==> config.mk <==
export PLATFORM = sky130hd
export DESIGN_NAME = bucketed_hash_map
export DESIGN_NICKNAME = d
export VERILOG_FILES = /design/src/hbm_pkg.sv /design/src/hbm_ram.sv /design/src/hbm_ctrl.sv /design/src/hbm_datapath.sv /design/src/bucketed_hash_map.sv
export SDC_FILE = /design/constraint.sdc
export NUM_CORES = 2
export LEC_CHECK = 0
export BUFFER_PORTS_ARGS = -buffer_cell sky130_fd_sc_hd__buf_4
export CAP_MARGIN = 0
export CORE_MARGIN = 2
export CORE_UTILIZATION = 25
export DETAILED_ROUTE_END_ITERATION = 7
export PLACE_DENSITY = 0.44
export SLEW_MARGIN = 0
export SYNTH_ARGS = -nofsm -noshare
export SYNTH_HDL_FRONTEND = slang
export SYNTH_HIERARCHICAL = 1
export SYNTH_SLANG_ARGS = --single-unit
==> constraint.sdc <==
create_clock -name aclk -period 12.5 [get_ports aclk]
set_input_delay 2.5 -clock aclk [delete_from_list [all_inputs] [get_ports aclk]]
set_output_delay 2.5 -clock aclk [all_outputs]
set_load 0.02 [all_outputs]
==> src/hbm_pkg.sv <==
// shared constants, types and helpers of the bucketed hash map
package hbm_pkg;

    localparam int BUCKETS     = 16;
    localparam int WAYS        = 4;
    localparam int SLOTS       = BUCKETS * WAYS;

    localparam int KEY_W       = 32;
    localparam int VALUE_W     = 32;
    localparam int COUNT_W     = 7;
    localparam int OP_W        = 3;

    localparam int BUCKET_W    = (BUCKETS > 1) ? $clog2(BUCKETS) : 1;
    localparam int BUCKET_WIDE = BUCKET_W + 1;
    localparam int WAY_W       = (WAYS > 1) ? $clog2(WAYS) : 1;
    localparam int SLOT_W      = $clog2(SLOTS);

    // bucket index is just the low key bits when the bucket count is a power of two
    localparam bit BUCKET_POW2 = ((BUCKETS & (BUCKETS - 1)) == 0);

    // digit-serial remainder for other bucket counts
    localparam int HASH_BITS   = 8;
    localparam int HASH_STEPS  = KEY_W / HASH_BITS;
    localparam int HASH_CNT_W  = (HASH_STEPS > 1) ? $clog2(HASH_STEPS) : 1;

    // 2^32 mod BUCKETS, used to fold a negative key into a non-negative remainder
    localparam logic [BUCKET_W-1:0] WRAP_MOD = BUCKET_W'((64'd1 << KEY_W) % BUCKETS);

    typedef enum logic [OP_W-1:0] {
        OP_INSERT = 3'd0,
        OP_REMOVE = 3'd1,
        OP_GET    = 3'd2,
        OP_EXISTS = 3'd3,
        OP_UPDATE = 3'd4,
        OP_CLEAR  = 3'd5
    } op_t;

    typedef enum logic [1:0] {
        ST_OK      = 2'd0,
        ST_EXISTS  = 2'd1,
        ST_MISSING = 2'd2,
        ST_FULL    = 2'd3
    } status_t;

    typedef struct packed {
        logic accept;
        logic hash_step;
        logic read;
        logic finish;
    } hbm_cmd_t;

    typedef struct packed {
        logic hash_last;
        logic last_way;
        logic out_busy;
    } hbm_stat_t;

    function automatic logic [SLOT_W-1:0] slot_of(input logic [BUCKET_W-1:0] bucket,
                                                  input logic [WAY_W-1:0] way);
        return SLOT_W'(bucket) * SLOT_W'(WAYS) + SLOT_W'(way);
    endfunction

endpackage

==> src/hbm_ram.sv <==
// generic single-write, single-read ram with registered read data
module hbm_ram #(
    parameter int WIDTH = 32,
    parameter int DEPTH = 64,
    localparam int ADDR_W = (DEPTH > 1) ? $clog2(DEPTH) : 1
) (
    input  logic              aclk,
    input  logic              wr_en,
    input  logic [ADDR_W-1:0] wr_addr,
    input  logic [WIDTH-1:0]  wr_data,
    input  logic              rd_en,
    input  logic [ADDR_W-1:0] rd_addr,
    output logic [WIDTH-1:0]  rd_data
);

    logic [WIDTH-1:0] mem_reg [DEPTH];
    logic [WIDTH-1:0] rd_data_reg;

    always_ff @(posedge aclk) begin
        if (wr_en) begin
            mem_reg[wr_addr] <= wr_data;
        end
        if (rd_en) begin
            rd_data_reg <= mem_reg[rd_addr];
        end
    end

    assign rd_data = rd_data_reg;

endmodule

==> src/hbm_ctrl.sv <==
// request sequencer of the bucketed hash map
module hbm_ctrl
    import hbm_pkg::*;
(
    input  logic      aclk,
    input  logic      aresetn,
    input  logic      s_valid,
    output logic      s_ready,
    input  hbm_stat_t stat,
    output hbm_cmd_t  cmd
);

    typedef enum logic [3:0] {
        S_IDLE   = 4'b0001,
        S_HASH   = 4'b0010,
        S_SEARCH = 4'b0100,
        S_FINISH = 4'b1000
    } state_t;

    state_t state_reg, state_next;

    always_comb begin
        state_next = state_reg;
        cmd        = '0;
        case (state_reg)
            S_IDLE: begin
                if (s_valid) begin
                    cmd.accept = 1'b1;
                    state_next = BUCKET_POW2 ? S_SEARCH : S_HASH;
                end
            end
            S_HASH: begin
                cmd.hash_step = 1'b1;
                if (stat.hash_last) begin
                    state_next = S_SEARCH;
                end
            end
            S_SEARCH: begin
                cmd.read = 1'b1;
                if (stat.last_way) begin
                    state_next = S_FINISH;
                end
            end
            S_FINISH: begin
                if (!stat.out_busy) begin
                    cmd.finish = 1'b1;
                    state_next = S_IDLE;
                end
            end
            default: begin
                state_next = S_IDLE;
            end
        endcase
    end

    always_ff @(posedge aclk) begin
        if (!aresetn) begin
            state_reg <= S_IDLE;
        end else begin
            state_reg <= state_next;
        end
    end

    assign s_ready = (state_reg == S_IDLE);

endmodule

==> src/hbm_datapath.sv <==
// bucket hashing, way search, slot stores and result register
module hbm_datapath
    import hbm_pkg::*;
(
    input  logic                      aclk,
    input  logic                      aresetn,
    input  hbm_cmd_t                  cmd,
    output hbm_stat_t                 stat,
    input  logic [OP_W-1:0]           s_operation,
    input  logic signed [KEY_W-1:0]   s_key,
    input  logic signed [VALUE_W-1:0] s_value,
    input  logic                      m_ready,
    output logic                      m_valid,
    output logic [1:0]                m_status,
    output logic signed [VALUE_W-1:0] m_read_value,
    output logic [COUNT_W-1:0]        m_entry_count
);

    op_t                    op_reg, op_next;
    logic [KEY_W-1:0]       key_reg, key_next;
    logic [VALUE_W-1:0]     value_reg, value_next;
    logic [BUCKET_W-1:0]    bucket_reg, bucket_next;
    logic [HASH_CNT_W-1:0]  hash_cnt_reg, hash_cnt_next;
    logic [WAY_W-1:0]       way_reg, way_next;
    logic [WAY_W-1:0]       cmp_way_reg, cmp_way_next;
    logic                   rd_pend_reg, rd_pend_next;
    logic                   hit_reg, hit_next;
    logic [WAY_W-1:0]       hit_way_reg, hit_way_next;
    logic [VALUE_W-1:0]     hit_value_reg, hit_value_next;
    logic [SLOTS-1:0]       valid_reg, valid_next;
    logic [COUNT_W-1:0]     count_reg, count_next;
    logic                   m_valid_reg, m_valid_next;
    status_t                status_reg, status_next;
    logic [VALUE_W-1:0]     read_value_reg, read_value_next;

    logic [KEY_W-1:0]       key_rd;
    logic [VALUE_W-1:0]     value_rd;
    logic [KEY_W-1:0]       hash_shift;
    logic [HASH_BITS-1:0]   hash_byte;
    logic [BUCKET_W-1:0]    rem;
    logic [BUCKET_WIDE-1:0] rem_wide;
    logic [BUCKET_W-1:0]    hash_result;
    logic                   match_now;
    logic                   hit_now;
    logic [WAY_W-1:0]       hit_way_now;
    logic [VALUE_W-1:0]     hit_value_now;
    logic [WAYS-1:0]        bucket_valid;
    logic                   free_any;
    logic [WAY_W-1:0]       free_way;
    logic                   key_wr_en;
    logic                   value_wr_en;
    logic [SLOT_W-1:0]      free_slot;
    logic [SLOT_W-1:0]      hit_slot;

    // one key byte per cycle, one remainder bit per inner step
    always_comb begin
        hash_shift = key_reg >> (HASH_BITS * (HASH_STEPS - 1 - int'(hash_cnt_reg)));
        hash_byte  = hash_shift[HASH_BITS-1:0];
        rem        = (hash_cnt_reg == '0) ? '0 : bucket_reg;
        for (int i = HASH_BITS - 1; i >= 0; i--) begin
            rem_wide = {rem, hash_byte[i]};
            if (rem_wide >= BUCKET_WIDE'(BUCKETS)) begin
                rem_wide = rem_wide - BUCKET_WIDE'(BUCKETS);
            end
            rem = rem_wide[BUCKET_W-1:0];
        end
        hash_result = rem;
        // negative key: subtract 2^32 mod buckets, modulo buckets
        if (stat.hash_last && key_reg[KEY_W-1]) begin
            if (rem >= WRAP_MOD) begin
                hash_result = rem - WRAP_MOD;
            end else begin
                rem_wide    = {1'b0, rem} + BUCKET_WIDE'(BUCKETS) - {1'b0, WRAP_MOD};
                hash_result = rem_wide[BUCKET_W-1:0];
            end
        end
    end

    // compare of the way read in the previous cycle
    always_comb begin
        match_now     = rd_pend_reg && valid_reg[slot_of(bucket_reg, cmp_way_reg)]
                        && (key_rd == key_reg);
        hit_now       = hit_reg || match_now;
        hit_way_now   = hit_reg ? hit_way_reg : cmp_way_reg;
        hit_value_now = hit_reg ? hit_value_reg : value_rd;
    end

    // lowest free way of the bucket
    always_comb begin
        free_any = 1'b0;
        free_way = '0;
        for (int w = 0; w < WAYS; w++) begin
            bucket_valid[w] = valid_reg[slot_of(bucket_reg, WAY_W'(w))];
        end
        for (int w = WAYS - 1; w >= 0; w--) begin
            if (!bucket_valid[w]) begin
                free_any = 1'b1;
                free_way = WAY_W'(w);
            end
        end
        free_slot = slot_of(bucket_reg, free_way);
        hit_slot  = slot_of(bucket_reg, hit_way_now);
    end

    always_comb begin
        op_next         = op_reg;
        key_next        = key_reg;
        value_next      = value_reg;
        bucket_next     = bucket_reg;
        hash_cnt_next   = hash_cnt_reg;
        way_next        = way_reg;
        cmp_way_next    = cmp_way_reg;
        rd_pend_next    = cmd.read;
        hit_next        = hit_reg;
        hit_way_next    = hit_way_reg;
        hit_value_next  = hit_value_reg;
        valid_next      = valid_reg;
        count_next      = count_reg;
        m_valid_next    = m_valid_reg && !m_ready;
        status_next     = status_reg;
        read_value_next = read_value_reg;
        key_wr_en       = 1'b0;
        value_wr_en     = 1'b0;

        if (cmd.accept) begin
            op_next       = op_t'(s_operation);
            key_next      = s_key;
            value_next    = s_value;
            bucket_next   = s_key[BUCKET_W-1:0];
            hash_cnt_next = '0;
            way_next      = '0;
            hit_next      = 1'b0;
        end

        if (cmd.hash_step) begin
            bucket_next   = hash_result;
            hash_cnt_next = hash_cnt_reg + 1'b1;
        end

        if (cmd.read) begin
            way_next     = way_reg + 1'b1;
            cmp_way_next = way_reg;
        end

        if (rd_pend_reg) begin
            hit_next       = hit_now;
            hit_way_next   = hit_way_now;
            hit_value_next = hit_value_now;
        end

        if (cmd.finish) begin
            m_valid_next    = 1'b1;
            status_next     = ST_OK;
            read_value_next = '0;
            case (op_reg)
                OP_INSERT: begin
                    if (hit_now) begin
                        status_next = ST_EXISTS;
                    end else if (free_any) begin
                        key_wr_en             = 1'b1;
                        value_wr_en           = 1'b1;
                        valid_next[free_slot] = 1'b1;
                        count_next            = count_reg + 1'b1;
                    end else begin
                        status_next = ST_FULL;
                    end
                end
                OP_REMOVE: begin
                    if (hit_now) begin
                        valid_next[hit_slot] = 1'b0;
                        count_next           = count_reg - 1'b1;
                    end else begin
                        status_next = ST_MISSING;
                    end
                end
                OP_GET: begin
                    if (hit_now) begin
                        read_value_next = hit_value_now;
                    end else begin
                        status_next = ST_MISSING;
                    end
                end
                OP_EXISTS: begin
                    if (!hit_now) begin
                        status_next = ST_MISSING;
                    end
                end
                OP_UPDATE: begin
                    if (hit_now) begin
                        value_wr_en = 1'b1;
                    end else begin
                        status_next = ST_MISSING;
                    end
                end
                OP_CLEAR: begin
                    valid_next = '0;
                    count_next = '0;
                end
                default: begin
                end
            endcase
        end
    end

    always_ff @(posedge aclk) begin
        if (!aresetn) begin
            valid_reg   <= '0;
            count_reg   <= '0;
            m_valid_reg <= 1'b0;
            rd_pend_reg <= 1'b0;
            hit_reg     <= 1'b0;
        end else begin
            valid_reg   <= valid_next;
            count_reg   <= count_next;
            m_valid_reg <= m_valid_next;
            rd_pend_reg <= rd_pend_next;
            hit_reg     <= hit_next;
        end
        op_reg         <= op_next;
        key_reg        <= key_next;
        value_reg      <= value_next;
        bucket_reg     <= bucket_next;
        hash_cnt_reg   <= hash_cnt_next;
        way_reg        <= way_next;
        cmp_way_reg    <= cmp_way_next;
        hit_way_reg    <= hit_way_next;
        hit_value_reg  <= hit_value_next;
        status_reg     <= status_next;
        read_value_reg <= read_value_next;
    end

    hbm_ram #(
        .WIDTH (KEY_W),
        .DEPTH (SLOTS)
    ) u_key_ram (
        .aclk    (aclk),
        .wr_en   (key_wr_en),
        .wr_addr (free_slot),
        .wr_data (key_reg),
        .rd_en   (cmd.read),
        .rd_addr (slot_of(bucket_reg, way_reg)),
        .rd_data (key_rd)
    );

    hbm_ram #(
        .WIDTH (VALUE_W),
        .DEPTH (SLOTS)
    ) u_value_ram (
        .aclk    (aclk),
        .wr_en   (value_wr_en),
        .wr_addr ((op_reg == OP_INSERT) ? free_slot : hit_slot),
        .wr_data (value_reg),
        .rd_en   (cmd.read),
        .rd_addr (slot_of(bucket_reg, way_reg)),
        .rd_data (value_rd)
    );

    assign stat.hash_last = (hash_cnt_reg == HASH_CNT_W'(HASH_STEPS - 1));
    assign stat.last_way  = (way_reg == WAY_W'(WAYS - 1));
    assign stat.out_busy  = m_valid_reg && !m_ready;

    assign m_valid       = m_valid_reg;
    assign m_status      = status_reg;
    assign m_read_value  = read_value_reg;
    assign m_entry_count = count_reg;

    // entry count tracks the valid bits
    assert property (@(posedge aclk) disable iff (!aresetn)
        (SLOTS > 127) || (count_reg == COUNT_W'($countones(valid_reg))))
        else $error("entry count disagrees with valid slots");

    // a waiting result is never overwritten
    assert property (@(posedge aclk) disable iff (!aresetn)
        cmd.finish |-> !(m_valid_reg && !m_ready))
        else $error("result overwritten while stalled");

    // a successful insert adds exactly one entry
    assert property (@(posedge aclk) disable iff (!aresetn)
        (cmd.finish && (op_reg == OP_INSERT) && (status_next == ST_OK))
        |=> (count_reg == $past(count_reg) + 1'b1))
        else $error("insert did not add one entry");

    // search never overlaps hashing or completion
    assert property (@(posedge aclk) disable iff (!aresetn)
        !(cmd.read && cmd.finish) && !(cmd.hash_step && cmd.read))
        else $error("overlapping sequencer commands");

endmodule

==> src/bucketed_hash_map.sv <==
// top level of the bucketed hash map: key-value table with per-bucket way search
//
// requests enter on the s_ channel (s_valid/s_ready): an operation, a key and a value.
// every accepted item gives exactly one result on the m_ channel (m_valid/m_ready):
// a status, the value read by a get, and the entry count after the request.
// a key maps to bucket (key mod BUCKETS), taken as the non-negative remainder;
// only that bucket's WAYS slots are searched, one way per cycle from the key and
// value rams; the result is registered in the finish state, and the next item is
// taken once the sequencer has returned to idle.
// when BUCKETS is not a power of two, a digit-serial remainder unit first folds
// the key into a bucket index, one key byte per cycle.
// one item is in flight at a time; s_ready is high only while the sequencer idles.
// the result sits in an output register: a new item is accepted while it waits,
// and a stalled receiver holds the next item at its final step until m_ready.
// reset clears the valid bits, the entry count and all handshake state at once;
// no clearing pass is needed and the first item is accepted right after reset.
// a clear request drops every entry in its final cycle.
module bucketed_hash_map
    import hbm_pkg::*;
(
    input  logic                      aclk,
    input  logic                      aresetn,
    input  logic                      s_valid,
    output logic                      s_ready,
    input  logic [OP_W-1:0]           s_operation,
    input  logic signed [KEY_W-1:0]   s_key,
    input  logic signed [VALUE_W-1:0] s_value,
    output logic                      m_valid,
    input  logic                      m_ready,
    output logic [1:0]                m_status,
    output logic signed [VALUE_W-1:0] m_read_value,
    output logic [COUNT_W-1:0]        m_entry_count
);

    // commands from the sequencer, status back from the datapath
    hbm_cmd_t  cmd;
    hbm_stat_t stat;

    hbm_ctrl u_ctrl (
        .aclk    (aclk),
        .aresetn (aresetn),
        .s_valid (s_valid),
        .s_ready (s_ready),
        .stat    (stat),
        .cmd     (cmd)
    );

    hbm_datapath u_datapath (
        .aclk          (aclk),
        .aresetn       (aresetn),
        .cmd           (cmd),
        .stat          (stat),
        .s_operation   (s_operation),
        .s_key         (s_key),
        .s_value       (s_value),
        .m_ready       (m_ready),
        .m_valid       (m_valid),
        .m_status      (m_status),
        .m_read_value  (m_read_value),
        .m_entry_count (m_entry_count)
    );

endmodule
* Word-level counts from Yosys, hierarchy flattened
Memories as Yosys holds them, arrays and structs flattened. A register that Yosys moved wholly into a read port is not among the register bits.
Index checks and enable logic that the tools add are counted.
Widths: inputs -> output; s select.
** Word-level totals
- Bits in registers :: 223
- Latch bits :: 0
- Word-level logic and storage cells :: 177
- ROM bits :: 0
- Memories :: 2
- Bits of input ports :: 71
- Output and inout port bits :: 43
- Memory bits (writable) :: 4096
** Memories
- u_datapath.u_key_ram.mem_reg :: words 64, width 32, rd ports 1, clocked after memory_dff 1, write ports 1, line hbm_ram.sv:16 : logic [WIDTH-1:0] mem_reg [DEPTH];
- u_datapath.u_value_ram.mem_reg :: words 64, width 32, rd ports 1, clocked after memory_dff 1, write ports 1, line hbm_ram.sv:16
** Cells by class
- Bitwise logic cells :: 3
- Shift-type cells :: 1
- $add $sub $neg :: 21
- Equal/unequal tests :: 19
- Order comparisons :: 18
- Reductions and logical operators :: 18
- Multipliers :: 0
- Div/mod/pow operators :: 0
- Muxes and demuxes :: 78
** Operators with widths (count)
- $mux 64 :: 3
- $pmux 64 s3 :: 1
- $mux 4 :: 17
- $and 64x64->64 :: 1
- $not 64->64 :: 1
- $or 64x64->64 :: 1
- $lt 6x7->1 const B :: 7
- $ge 5x5->1 const B :: 8
- $eq 32x32->1 :: 1
- $mux 32 :: 1
- $shr 32x32->8 :: 1
- $sub 4x1->4 const B :: 8
- $mux 1 :: 30
- $add 6x2->6 :: 4
- $bmux 1 s6 :: 4
- $mux 2 :: 11
- $mux 7 :: 3
- $pmux 7 s3 :: 1
- $pmux 4 s4 :: 1
- $add 6x2->6 const B :: 2
- $demux 1 s6 :: 2
- $ge 6x1->1 const B :: 2
- $ne 2x2->1 const B :: 4
- $add 7x1->7 const B :: 1
- 30 further kinds :: 43

* Longest topological paths before layout
- Depth after elaboration :: 22
- Gate-level depth with buffers :: 13

* Cells and area by module
The synthesis kept the hierarchy.
** Modules (own cells, without submodules)
- hbm_ram (u_datapath.u_value_ram) :: cells an instance 3324, sequential area each 62459.9 um2, times used 1, area each 78835.6 um2
- hbm_ram (u_datapath.u_key_ram) :: cells an instance 3324, sequential area each 62459.9 um2, times used 1, area each 78833.1 um2
- hbm_datapath :: cells an instance 839, sequential area each 5835.6 um2, times used 1, area each 10528.8 um2
- hbm_ctrl :: cells an instance 19, sequential area each 60.1 um2, times used 1, area each 181.4 um2

* Least setup slack after synthesis
No wires, ideal clock.
- Kind :: in2reg
- Start :: input port m_ready
- End :: memory u_datapath.u_key_ram.mem_reg[48][0], enable pin
- Cell stages on the path :: 7
- Data required time :: 12039 ps
- Slack :: 2218 ps
- Path buffers :: 0
- Data arrival time :: 9822 ps
- Library setup time :: 461 ps
- Cell sequence :: nor2b_1 nor4b_1 nand2_1 nor2_1 nor2b_1 nand4b_1 nor3_1
** RTL lines
- start, declared :: line bucketed_hash_map.sv:29 : input logic m_ready,
- end, declared :: line hbm_ram.sv:16

* Worst setup path in the final report
- Start :: register u_datapath.bucket_reg[0]
- End :: memory u_datapath.u_key_ram.mem_reg[19][16], enable pin
** On the way
- Elaborated cells on any way between the ends :: 32
** RTL lines
- start, declared :: line hbm_datapath.sv:22 : logic [BUCKET_W-1:0] bucket_reg, bucket_next;
- start signal, assigned :: line hbm_datapath.sv:222 : bucket_reg <= bucket_next;
- $add 6x2->6 :: line hbm_pkg.sv:60 : return SLOT_W'(bucket) * SLOT_W'(WAYS) + SLOT_W'(way);
- $bmux 1 s6 :: line hbm_datapath.sv:93 : bucket_valid[w] = valid_reg[slot_of(bucket_reg, WAY_W'(w))];
- $mux 1 (not written as such) :: line hbm_datapath.sv:93
- $mux 2 (3 in a row) :: line hbm_datapath.sv:96 : if (!bucket_valid[w]) begin
- $mux 2 * :: line hbm_datapath.sv:96
- $add 6x2->6 * :: line hbm_pkg.sv:60
- net u_datapath.free_slot[1] :: line hbm_datapath.sv:52 : logic [SLOT_W-1:0] free_slot;
The timed path passes the listed nets; every way through them passes the cells marked *. The select of a mux whose other input is x is not followed.

==> impl_metrics.xml <==
<?xml version="1.0" encoding="UTF-8"?>
<metrics>
  <group name="critical_path">
    <metric name="crit_path_max_fanout" unit="">63</metric>
    <metric name="start_kind" unit="">flip-flop</metric>
    <metric name="setup.reg_to_reg.worst_slack" unit="ps">5270</metric>
    <metric name="critical_path.reg2reg.endpoint" unit="">u_datapath/u_key_ram/mem_reg[19][16]$_DFFE_PP_</metric>
    <metric name="endpoint_kind" unit="">flip-flop</metric>
    <metric name="ff2ff_path_depth" unit="">12</metric>
    <metric name="r2r-start" unit="">u_datapath/bucket_reg[0]$_DFFE_PP_</metric>
    <metric name="kind_of_critical_path" unit="">reg2reg</metric>
    <metric name="critical_path_arrival" unit="ps">7840</metric>
    <metric name="critical_path_required" unit="ps">13110</metric>
  </group>
  <group name="synth">
    <metric name="yosys.cell_count.top_type" unit="">sky130_fd_sc_hd__edfxtp_1</metric>
    <metric name="synth_xor_area_share" unit="%">0.187</metric>
    <metric name="synth_fp_nets" unit="">7585</metric>
    <metric name="fraction_of_registers_with_async_set_reset" unit="%">0</metric>
    <metric name="synth_top_flop_cell" unit="">sky130_fd_sc_hd__edfxtp_1</metric>
    <metric name="syn-mean-instance-area" unit="sq um">22.4</metric>
    <metric name="proportion_of_netlist_area_held_by_the_largest_area_contributor" unit="%">76.8</metric>
    <metric name="ys_ff_latch" unit="">4382</metric>
    <metric name="synth_top_cell_by_area" unit="">sky130_fd_sc_hd__edfxtp_1</metric>
    <metric name="combinational_family_with_the_most_area_after_synthesis" unit="">multiplexers</metric>
    <metric name="compound_gate_fraction_of_synth_area" unit="%">2.57</metric>
    <metric name="synth-simple-area-share" unit="%">1.74</metric>
    <metric name="register_area_share_after_synthesis" unit="%">77.7</metric>
    <metric name="synthAdderAreaFrac" unit="%">0.0639</metric>
    <metric name="netlist_top_cells_area" unit="">sky130_fd_sc_hd__edfxtp_1 77%, sky130_fd_sc_hd__mux4_2 15%, sky130_fd_sc_hd__mux2i_1 1.3%, sky130_fd_sc_hd__dfxtp_1 0.92%, sky130_fd_sc_hd__nor2_1 0.64%</metric>
    <metric name="number_of_flops_mapped_to_enable_cells_by_yosys" unit="">4305</metric>
    <metric name="yosysWarnings" unit="">6</metric>
    <metric name="syn_area" unit="sq mm">0.168</metric>
    <metric name="multiplexer_fraction_of_the_synthesized_cell_area" unit="%">16.4</metric>
    <metric name="yosys.cell_types.count" unit="">73</metric>
    <metric name="synth_cells" unit="">7506</metric>
    <metric name="synth_commonest_cells" unit="">4305 x sky130_fd_sc_hd__edfxtp_1, 1104 x sky130_fd_sc_hd__mux4_2, 287 x sky130_fd_sc_hd__nor2_1</metric>
  </group>
  <group name="sta">
    <metric name="hold_violations" unit="">0</metric>
    <metric name="setup_viol" unit="">0</metric>
    <metric name="finalSetupTns" unit="ps">0</metric>
    <metric name="timing.clock.skew" unit="ps">72.5</metric>
    <metric name="timing.final.crit_share" unit="%">57.9</metric>
    <metric name="slew_violations" unit="">0</metric>
    <metric name="fmax" unit="GHz">0.138</metric>
    <metric name="setup_repair_after_global_routing_missed_its_margin" unit="">no</metric>
    <metric name="finalWorstPathRequiredPeriod" unit="ps">7230</metric>
    <metric name="layout_setup_ws" unit="ps">5270</metric>
    <metric name="timing_worst_slew_pin_value" unit="ps">1400</metric>
    <metric name="whs" unit="ps">495</metric>
    <metric name="maxSlewHeadroom" unit="%">6.13</metric>
  </group>
  <group name="floorplanning">
    <metric name="io-pin-count" unit="">114</metric>
    <metric name="initial_core_util" unit="%">25.1</metric>
    <metric name="coreArea" unit="sq mm">0.671</metric>
    <metric name="dieHeight" unit="microns">825</metric>
    <metric name="fp-row-count" unit="">301</metric>
    <metric name="dieArea" unit="sq mm">0.680</metric>
    <metric name="chipWidth" unit="microns">825</metric>
  </group>
  <group name="clocking">
    <metric name="cts_root_buf" unit="">sky130_fd_sc_hd__clkbuf_16</metric>
    <metric name="cts_resized" unit="">0</metric>
    <metric name="postCtsSetupRepairBufs" unit="">0</metric>
    <metric name="worst_skew_pair.late_latency" unit="ps">1060</metric>
    <metric name="h-tree-depth" unit="">5</metric>
    <metric name="cts.hold.buffers_added" unit="">0</metric>
    <metric name="worst_setup_hold_path_clk_slew" unit="ps">60</metric>
    <metric name="cts_tree" unit="">yes</metric>
    <metric name="cts_inserted_buffers" unit="">453</metric>
    <metric name="clock-sinks" unit="">4382</metric>
    <metric name="clock_tree.buffer_depth" unit="">4</metric>
  </group>
  <group name="route">
    <metric name="wirelength" unit="microns">507000</metric>
    <metric name="detailedRoute.firstIterationViolations" unit="">9316</metric>
    <metric name="routed_wire_per_std_cell" unit="microns">29.4</metric>
    <metric name="post_route_drc_violation_count" unit="">0</metric>
    <metric name="drtPass1Iterations" unit="">6</metric>
    <metric name="total_number_of_vias" unit="">81500</metric>
    <metric name="vias_per_cell" unit="">4.71</metric>
    <metric name="postRouteAntennaNets" unit="">0</metric>
  </group>
  <group name="pwr">
    <metric name="cellInternalPower" unit="mW">24.8</metric>
    <metric name="switching_share" unit="%">23.8</metric>
    <metric name="p_leak" unit="nW">59.1</metric>
    <metric name="power.net_switching" unit="mW">7.74</metric>
    <metric name="power_frac_clock" unit="%">41.5</metric>
    <metric name="irDropWorstVdd" unit="mV">0.117</metric>
    <metric name="power_per_cell_area" unit="mW/mm^2">166</metric>
    <metric name="design_power_total" unit="mW">32.5</metric>
    <metric name="p_comb_share" unit="%">8.5</metric>
    <metric name="seqPwrFrac" unit="%">50.1</metric>
  </group>
  <group name="cells_and_area">
    <metric name="layout.cells.non_filler" unit="">17300</metric>
    <metric name="num-nets-final" unit="">8018</metric>
    <metric name="drive_gt1_share" unit="%">28.7</metric>
    <metric name="area.growth.synth_to_final" unit="%">16.6</metric>
  </group>
  <group name="hold_path">
    <metric name="worstHoldPathType" unit="">reg2reg</metric>
    <metric name="hold_path_startpoint" unit="">u_datapath/m_entry_count[2]$_SDFFE_PN0P_</metric>
    <metric name="worst_hold_path.num_cells" unit="">2</metric>
    <metric name="hold-path-endpoint" unit="">u_datapath/m_entry_count[2]$_SDFFE_PN0P_</metric>
  </group>
  <group name="global_routing">
    <metric name="number_of_antenna_violations_at_the_first_check_in_global_routing" unit="">49</metric>
    <metric name="grt_max_degree" unit="">94</metric>
    <metric name="globalRouteOverflowTotal" unit="">0</metric>
    <metric name="grt_pass1_wl" unit="microns">696000</metric>
    <metric name="grt_util_all_layers" unit="%">14.5</metric>
    <metric name="first_global_vias" unit="">82500</metric>
  </group>
  <group name="place">
    <metric name="port_buffers" unit="">113</metric>
    <metric name="hpwl" unit="microns">305000</metric>
    <metric name="detailedPlace.worstSlack" unit="ps">5280</metric>
    <metric name="finalWeightedCongestion" unit="">0.810</metric>
    <metric name="post_placement_cell_count" unit="">16400</metric>
  </group>
  <group name="job">
    <metric name="cap_violations" unit="">0</metric>
  </group>
  <group name="run_status">
    <metric name="outcome" unit="">completed</metric>
  </group>
</metrics>
[critical path, cell delays in order, from the launching register on]
cell and delay, ps:
sky130_fd_sc_hd__edfxtp_1 690, sky130_fd_sc_hd__buf_4 810, sky130_fd_sc_hd__buf_4 680, sky130_fd_sc_hd__mux2i_1 160, sky130_fd_sc_hd__a22oi_1 250, sky130_fd_sc_hd__nand2_1 130, sky130_fd_sc_hd__nor4_1 550, sky130_fd_sc_hd__nand2b_1 480
sky130_fd_sc_hd__clkinv_1 390, sky130_fd_sc_hd__buf_4 300, sky130_fd_sc_hd__nor2b_1 200, sky130_fd_sc_hd__nand3_1 810, sky130_fd_sc_hd__nor2_4 1290
[final cells by class]
cell class                      instances  area [sq um]
Fill cell                           65000        475000
Sequential cell                      4382        131000
Multi-Input combinational cell       2678         36400
Clock buffer                          542         11800
Tap cell                             8938         11200
Timing Repair Buffer                  415          3190
Clock inverter                        298          2900
Antenna cell                           23          57.6
Inverter                                9          33.8
[through the flow]
stage          area, sq um  util (%)
2_1_floorplan       168000         -
3_5_place_dp        182000      27.0
5_1_grt             196000      29.2
6_report            196000      29.2
3_3_place_gp        182000      27.0
4_1_cts             196000      29.2
[worst max-delay path by stage]
stage                                             from                                          endpoint  slack, ps
global route           u_datapath/key_reg[2]$_DFFE_PP_   u_datapath/u_value_ram/mem_reg[38][3]$_DFFE_PP_       4880
finish              u_datapath/bucket_reg[0]$_DFFE_PP_    u_datapath/u_key_ram/mem_reg[19][16]$_DFFE_PP_       5270
CTS                    u_datapath/key_reg[2]$_DFFE_PP_   u_datapath/u_value_ram/mem_reg[38][3]$_DFFE_PP_       5260
global placement      u_datapath/key_reg[20]$_DFFE_PP_  u_datapath/u_value_ram/mem_reg[38][20]$_DFFE_PP_       5360
detailed placement     u_datapath/key_reg[2]$_DFFE_PP_  u_datapath/u_value_ram/mem_reg[38][17]$_DFFE_PP_       5280
floorplan                                      m_ready     u_datapath/u_key_ram/mem_reg[48][0]$_DFFE_PP_       2220
[cell families after synthesis]
logic type      after synthesis
buf+inv                     446
xor+xnor                     36
flops                      4382
mux                        1373
simple gates                609
fa+ha+maj                     8
compound gates              651
other cells                   1
[power groups by stage]
| stage | Combinational, mW | Sequential, mW | Clock [mW] |
|---|---|---|---|
| floorplan | 1.35 | 16.7 | 0 |
| global placement | 2.78 | 16.6 | 0 |
| detailed placement | 2.80 | 16.6 | 0 |
| CTS | 2.80 | 16.3 | 13.8 |
| global route | 2.88 | 16.3 | 14.4 |
| finish | 2.75 | 16.3 | 13.5 |
[layer usage]
metal | vias up | global-route usage (%) | part of all wire (%)
met5 | - | 0 | 0
met4 | 0 | 3.41 | 2.6
met3 | 625 | 1.96 | 5.7
met2 | 2692 | 24.0 | 48
met1 | 45300 | 20.2 | 43
li1 | 32900 | - | -
[cells in the final DEF (no fill, tap or decap), types with 64 or more instances in the layout]
master / count
sky130_fd_sc_hd__dfxtp_1: 75
sky130_fd_sc_hd__clkbuf_16: 457
sky130_fd_sc_hd__nor2_1: 163
sky130_fd_sc_hd__nand2_1: 93
sky130_fd_sc_hd__mux4_2: 1104
sky130_fd_sc_hd__buf_4: 409
sky130_fd_sc_hd__nor2b_1: 64
sky130_fd_sc_hd__edfxtp_1: 4305
sky130_fd_sc_hd__nor2_4: 124
sky130_fd_sc_hd__clkinv_1: 102
sky130_fd_sc_hd__mux2i_1: 213
sky130_fd_sc_hd__clkbuf_1: 81
sky130_fd_sc_hd__clkinv_2: 93
sky130_fd_sc_hd__o211ai_1: 64
sky130_fd_sc_hd__a21oi_1: 198
sky130_fd_sc_hd__o22ai_1: 170
sky130_fd_sc_hd__o31ai_1: 65
(Power assumes the default switching activity.)
